<file path="src/sv/nas_pkg.sv">
// ----------------------------------------------------------------------------
// nas_pkg
// shared types, widths and codes for the nearest anchor select unit
// ----------------------------------------------------------------------------
package nas_pkg;

  localparam int COORD_W     = 24;
  localparam int IDX_W       = 8;
  localparam int ARM_W       = 23;
  localparam int CNT_W       = 8;
  localparam int ARM_SQ_W    = 2 * ARM_W;
  localparam int ABS_W       = 24;
  localparam int SQ_W        = 2 * ABS_W;
  localparam int DIST_W      = SQ_W + 2;
  localparam int ANCHORS_DEF = 128;
  localparam int CFG_ADDR_W  = 1;
  localparam int IN_DATA_W   = IDX_W + 6 * COORD_W;
  localparam int OUT_DATA_W  = 3 * COORD_W + IDX_W;
  localparam int STATUS_W    = 2;

  // last drain count while the distance pipeline empties after the last scan step
  localparam logic [1:0] DRAIN_LAST = 2'd2;

  localparam logic [CFG_ADDR_W-1:0] REG_ARM   = 1'b0;
  localparam logic [CFG_ADDR_W-1:0] REG_COUNT = 1'b1;

  localparam logic [ARM_W-1:0] ARM_RESET   = 23'd4096;
  localparam logic [CNT_W-1:0] COUNT_RESET = 8'd100;

  localparam logic REQ_LOAD  = 1'b0;
  localparam logic REQ_QUERY = 1'b1;

  localparam logic [STATUS_W-1:0] ST_NEAREST = 2'd0;
  localparam logic [STATUS_W-1:0] ST_FIXED   = 2'd1;
  localparam logic [STATUS_W-1:0] ST_NONE    = 2'd2;
  localparam logic [STATUS_W-1:0] ST_RANGE   = 2'd3;

  localparam logic [IDX_W-1:0] IDX_NONE = 8'hFF;

  typedef struct packed {
    logic signed [COORD_W-1:0] z;
    logic signed [COORD_W-1:0] y;
    logic signed [COORD_W-1:0] x;
  } anchor_t;

  typedef struct packed {
    logic init;    // start of a search: load the threshold
    logic sample;  // head of the ring is a candidate
  } dist_ctl_t;

  typedef enum logic [1:0] {
    S_IDLE,
    S_SCAN,
    S_DRAIN,
    S_DONE
  } state_t;

endpackage

</file>
<file path="src/sv/nas_dist.sv">
// ----------------------------------------------------------------------------
// nas_dist
// squared distance pipeline with running best entry tracking
// ----------------------------------------------------------------------------
module nas_dist #(
  parameter int IW = 7
) (
  input  logic                              clk,
  input  logic                              rst,
  input  nas_pkg::dist_ctl_t                ctl,
  input  logic [IW-1:0]                     step,
  input  nas_pkg::anchor_t                  head,
  input  nas_pkg::anchor_t                  pos,
  input  logic [nas_pkg::ARM_SQ_W-1:0]      arm_sq,
  output nas_pkg::anchor_t                  best_anchor,
  output logic [IW-1:0]                     best_idx,
  output logic                              found
);
  import nas_pkg::*;

  logic signed [COORD_W:0] dx, dy, dz;
  logic [ABS_W-1:0] ax1, ay1, az1;
  logic [SQ_W-1:0]  sx2, sy2, sz2;
  logic [DIST_W-1:0] sum3, best;
  logic v1, v2, v3;
  logic [IW-1:0] i1, i2, i3;
  anchor_t a1, a2, a3;

  always_comb begin
    dx = {head.x[COORD_W-1], head.x} - {pos.x[COORD_W-1], pos.x};
    dy = {head.y[COORD_W-1], head.y} - {pos.y[COORD_W-1], pos.y};
    dz = {head.z[COORD_W-1], head.z} - {pos.z[COORD_W-1], pos.z};
  end

  // difference magnitude stays below 2^24, so the sign bit drops out
  always_ff @(posedge clk) begin
    ax1 <= dx[COORD_W] ? ABS_W'(-dx) : ABS_W'(dx);
    ay1 <= dy[COORD_W] ? ABS_W'(-dy) : ABS_W'(dy);
    az1 <= dz[COORD_W] ? ABS_W'(-dz) : ABS_W'(dz);
    i1  <= step;
    a1  <= head;
    sx2 <= ax1 * ax1;
    sy2 <= ay1 * ay1;
    sz2 <= az1 * az1;
    i2  <= i1;
    a2  <= a1;
    sum3 <= DIST_W'(sx2) + DIST_W'(sy2) + DIST_W'(sz2);
    i3  <= i2;
    a3  <= a2;
  end

  always_ff @(posedge clk) begin
    if (rst) begin
      v1 <= 1'b0;
      v2 <= 1'b0;
      v3 <= 1'b0;
    end else begin
      v1 <= ctl.sample;
      v2 <= v1;
      v3 <= v2;
    end
  end

  // strict compare keeps the lowest index on a tie
  always_ff @(posedge clk) begin
    if (rst) begin
      found <= 1'b0;
    end else if (ctl.init) begin
      found <= 1'b0;
    end else if (v3 && (sum3 < best)) begin
      found <= 1'b1;
    end
  end

  always_ff @(posedge clk) begin
    if (ctl.init) begin
      best <= DIST_W'({arm_sq, 1'b0});
    end else if (v3 && (sum3 < best)) begin
      best        <= sum3;
      best_anchor <= a3;
      best_idx    <= i3;
    end
  end

endmodule

</file>
<file path="config.mk">
export PLATFORM = sky130hd
export DESIGN_NAME = nas_dist
export DESIGN_NICKNAME = d
export VERILOG_FILES = /design/src/sv/nas_pkg.sv /design/src/sv/nas_dist.sv
export SDC_FILE = /design/constraint.sdc
export NUM_CORES = 2
export LEC_CHECK = 0
export BUFFER_PORTS_ARGS = -buffer_cell sky130_fd_sc_hd__buf_2
export CORE_ASPECT_RATIO = 1.1
export CORE_MARGIN = 2
export CORE_UTILIZATION = 59
export DETAILED_ROUTE_END_ITERATION = 6
export PLACE_DENSITY_LB_ADDON = 0.15
export SETUP_SLACK_MARGIN = 0.15
export SLEW_MARGIN = 20
export SYNTH_ARGS = -nofsm -noshare
export SYNTH_HDL_FRONTEND = slang
export SYNTH_SLANG_ARGS = --single-unit
</file>
<file path="constraint.sdc">
create_clock -name clk -period 10.3 [get_ports clk]
set_input_delay 1.03 -clock clk [delete_from_list [all_inputs] [get_ports clk]]
set_output_delay 1.03 -clock clk [all_outputs]
set_load 0.02 [all_outputs]
</file>
### Word-level counts from Yosys, hierarchy flattened

Index checks and enable logic that the tools add are counted.

* add/subtract/negate cells: 8
* multiply operators: 3
* divide/modulo/power cells: 0
* magnitude comparators: 1
* equal/unequal tests: 0
* shift-type cells: 0
* muxes and demuxes: 5
* bitwise gates (word level): 1
* reductions and logical operators: 4

Operators by type and width (number)
* 24-bit by 24-bit multiplier with 48-bit output: 3
* 47-bit 2-to-1 mux: 2
* 24-bit by 24-bit subtractor with 25-bit output: 3
* 24-bit 2-to-1 mux: 3
* 24-bit negation: 3
* 49-bit by 48-bit adder with 50-bit output: 1
* 50-bit < comparator: 1
* 48-bit by 48-bit adder with 49-bit output: 1
* 2-bit AND reduction: 1
* 2-bit nonzero test: 1
* 2-bit OR reduction: 1
* 1-bit logical AND: 1
* 1-bit inverter: 1

* register bits after elaboration: 636
* bits in latches: 0
* memory bits (writable): 0
* memory bits (read-only): 0
* input port bits: 201
* output and inout port bits: 80
* logic and storage cells: 51
* memories kept: 0

### Depth between registers and ports, before layout

* depth in word-level cells: 4
* gate-level depth with buffers: 28
* mapped depth without buffers: 27

### Least setup slack after synthesis

OpenSTA, ideal clock, no wires.

* kind: flip-flop to flip-flop
* from: register ax1[2]
* to: register sx2[46]
* data arrival time: 7.241 ns
* data required time: 10.172 ns
* setup slack: 2.932 ns
* cell stages (with the launch flop): 28
* buffers on the path: 2
* cells stage by stage: dfxtp_1 > clkbuf_1 > clkbuf_1 > nand2_1 > fa_1 > inv_1 > fa_1 > inv_1 > fa_1 > inv_1 > fa_1 > inv_1 > fa_1 > inv_1 > fa_1 > inv_1 > fa_1 > inv_1 > ha_1 > nand4_1 > or3_1 > a211o_1 > a21boi_0 > a41o_1 > a32oi_1 > o311ai_0 > a21oi_1 > nand4b_1

* longest elaborated chain between the ends: 1

RTL lines
* start: declaration: line nas_dist.sv:22 `logic [ABS_W-1:0] ax1, ay1, az1;`
* start signal: assignment: line nas_dist.sv:37 `ax1 <= dx[COORD_W] ? ABS_W'(-dx) : ABS_W'(dx);`
* 24-bit by 24-bit multiplier with 48-bit output: line nas_dist.sv:42 `sx2 <= ax1 * ax1;`
* end signal: assignment: line nas_dist.sv:42
* end: declaration: line nas_dist.sv:23 `logic [SQ_W-1:0] sx2, sy2, sz2;`

No other way between the ends.
A chain may end at the register's enable or synchronous reset.

### Worst setup path after layout

Same ends and word-level chain as after synthesis.

==> flow_summary.toml <==
[finish]
drive_gt1_frac = 0.0630
nNetsFinal = 10100
n_fill_cell = 10400
mostFrequentLayoutCells = "inv_1, fa_1, nand2_1, ha_1, dfxtp_1"
layout.cells.non_filler = 9592
area_delta_synth_final_pct = 7.59
finish.utilization = 0.638
layout_commonest_cell = "inv_1"

[sta]
worst_slew_pin_slew_ns = 1.21
setup_ws_ns = 1.61
hold_viol = 0
setup_viol = 0
period_share = 0.844
clock_skew_ns = 0.0477
rsz0062_at_grt = "no"
relSlewSlack = 0.191
period_needed_ns = 8.69
slew_violations = 0
tns_ns = 0
fmax_mhz = 115

[global_route]
grt_use_total = 0.278
overflow = 0
grt.met1_usage = 0.357
busiest_layer = "met2"
grt_pass1_wl_mm = 283
grt_max_degree = 58
antenna_found_initial = 6
use_met2 = 0.489
met3_usage = 0.0280
grt_pass1_vias = 55700

[drt]
wl_per_cell_um = 17.7
dr.first_iter.drc_count = 2519
drtAntennaViolNets = 0
dr.pass1.iters = 5
drc = 0
wl_mm = 170
viasPerCell = 5.33
dr_total_vias = 51100

[place]
dpl_worst_slack_ns = 1.61
place_inst = 9457
port_buffers = 280
gp_congestion = 0.900
hpwlAfterDp_mm = 140

[critical_path]
setup.worst_path.class = "flip-flop to flip-flop"
path_max_fanout = 24
start_kind = "flip-flop"
endpoint_kind = "flip-flop"
cp_data_arrival_time_ns = 9.27
critPathRequiredTime_ns = 10.88
reg2regPathDepth = 25

[floorplanning]
ioPinCount = 281
die-height_um = 375
core_area_mm2 = 0.124
dieArea_mm2 = 0.128
fp.dieW_um = 341
num_rows = 136
start_util = 0.593

[synthesis]
synth_seq_cells = 633
synth_async_sr_flop_share = 0
synth_top_flop_cell = "dfxtp_1"
synthDistinctLibCells = 85
synth_edf_count = 125
ys.warnings.count = 0
seq_area_frac_synth = 0.189
syn_area_per_cell_um2 = 9.61
syn_area_mm2 = 0.0737
syn_inst = 7670

[clock_tree]
h-tree-depth = 3
post_cts_resized = 0
insertion_delay_ns = 0.70
cts_tree = "built"
hold_buffers = 0
post-cts-setup-buffers = 0
numClockSinks = 633
cts_inserted_buffers = 70
clk_path_buf_depth = 3
clkTransAtPathRegs_ns = 0.07
root_buffer = "clkbuf_16"

[min_path]
whs_path_depth = 0
min_path_type = "flip-flop to flip-flop"

[run]
cap_violations = 0

[outcome]
outcome = "finished, final reports clean"
[critical path, stage by stage, from the launching register on]
cell      delay, ns
dfxtp_1        1.04
nand2_1        0.27
fa_1           0.59
inv_1          0.05
fa_1           0.54
inv_1          0.06
fa_1           0.53
inv_1          0.05
fa_1           0.50
inv_1          0.06
fa_1           0.53
inv_1          0.05
fa_1           0.48
inv_1          0.05
fa_1           0.48
inv_1          0.04
ha_1           0.37
nand4_1        0.16
or3_1          0.33
a211o_1        0.24
a21boi_0       0.66
a41o_1         0.38
a32oi_1        0.23
o311ai_0       0.61
a21oi_1        0.13
nand4b_1       0.19
[layout make-up]
| class | instances | area (um2) | area share |
|---|---|---|---|
| clock inverters | 43 | 523 | 0.00659 |
| inverters | 1979 | 7430 | 0.0937 |
| clock buffers | 87 | 1920 | 0.0242 |
| repair buffers | 334 | 1810 | 0.0228 |
| multi-input cells | 4855 | 51600 | 0.651 |
| diodes | 5 | 12.5 | 0.000158 |
| well taps | 1656 | 2070 | 0.0261 |
| flip-flops and latches | 633 | 13900 | 0.176 |
[kinds of logic after synthesis]
| family | after synthesis | synth area share |
|---|---|---|
| compound gates | 915 | 0.0810 |
| xor+xnor | 291 | 0.0348 |
| mux | 15 | 0.00212 |
| buf+inv | 2184 | 0.111 |
| other cells | 1 | 0.0000509 |
| flops | 633 | 0.189 |
| fa+ha+maj | 2011 | 0.475 |
| simple gates | 1620 | 0.106 |
[layer usage]
metal  vias to the layer above  routed length [um]
met4                         0                5720
met2                      1234               86000
met3                       329                7780
met1                     25700               70200
li1                      23900                   -
met5                         -                   0
[cell usage after synthesis, types with 6 or more instances]
master | n | area share
mux2i_1 | 10 | 0.0014
a221oi_1 | 11 | 0.0013
nor3_1 | 44 | 0.0030
nor4_1 | 14 | 0.0012
nand3_1 | 62 | 0.0042
o31ai_1 | 34 | 0.0035
a21o_1 | 135 | 0.014
and4_1 | 6 | 0.00071
o211ai_1 | 23 | 0.0023
o2111ai_1 | 10 | 0.0012
nor3b_1 | 10 | 0.0010
or3_1 | 14 | 0.0012
or2_2 | 14 | 0.0012
o21bai_1 | 33 | 0.0034
or4_1 | 8 | 0.00081
and3_1 | 27 | 0.0023
a31oi_1 | 23 | 0.0020
o311ai_0 | 6 | 0.00071
o31a_1 | 10 | 0.0012
nand4_1 | 33 | 0.0028
fa_1 | 1317 | 0.36
nor2b_1 | 52 | 0.0044
nand2b_1 | 37 | 0.0031
xor2_1 | 86 | 0.010
nand2_1 | 694 | 0.035
a41o_1 | 7 | 0.00095
nand3b_1 | 12 | 0.0012
clkbuf_1 | 201 | 0.010
dfxtp_1 | 508 | 0.14
o21ai_0 | 195 | 0.013
o211a_1 | 7 | 0.00095
ha_1 | 694 | 0.12
and2_1 | 348 | 0.030
inv_1 | 1979 | 0.10
a211oi_1 | 34 | 0.0035
a21boi_0 | 8 | 0.00081
xnor2_1 | 204 | 0.024
a211o_1 | 14 | 0.0017
a2111oi_0 | 6 | 0.00071
nor2_1 | 221 | 0.011
edfxtp_1 | 125 | 0.051
o21a_1 | 38 | 0.0039
a21oi_1 | 248 | 0.017
[per-stage QoR]
stage | instance area [um2] | hold slack, ns
after floorplan | 73700 | 0.310
after global placement | 76800 | 0.310
after detailed placement | 76800 | 0.312
after CTS | 79300 | 0.323
after global routing | 79300 | 0.325
final | 79300 | 0.323
[sequential cells by signal (all words and copies together) (netlist names), 24 cells and up]
signal / flops
sum3: 50
a2: 72
sx2: 47
sz2: 47
sy2: 47
a1: 72
best_anchor: 72
best: 50
a3: 72
ay1: 24
az1: 24
ax1: 24
[final timing paths]
kind | end | slack [ns] | startpoint
min reg2reg | a2[41] | 0.32 | a1[41]
min | a2[41] | 0.32 | a1[41]
max | sx2[46] | 1.61 | ax1[2]
max reg2reg | sx2[46] | 1.61 | ax1[2]
Power is left out: the tool's default activity adds up to more than one toggle a clock period on the data nets, which glitch-free logic cannot reach.
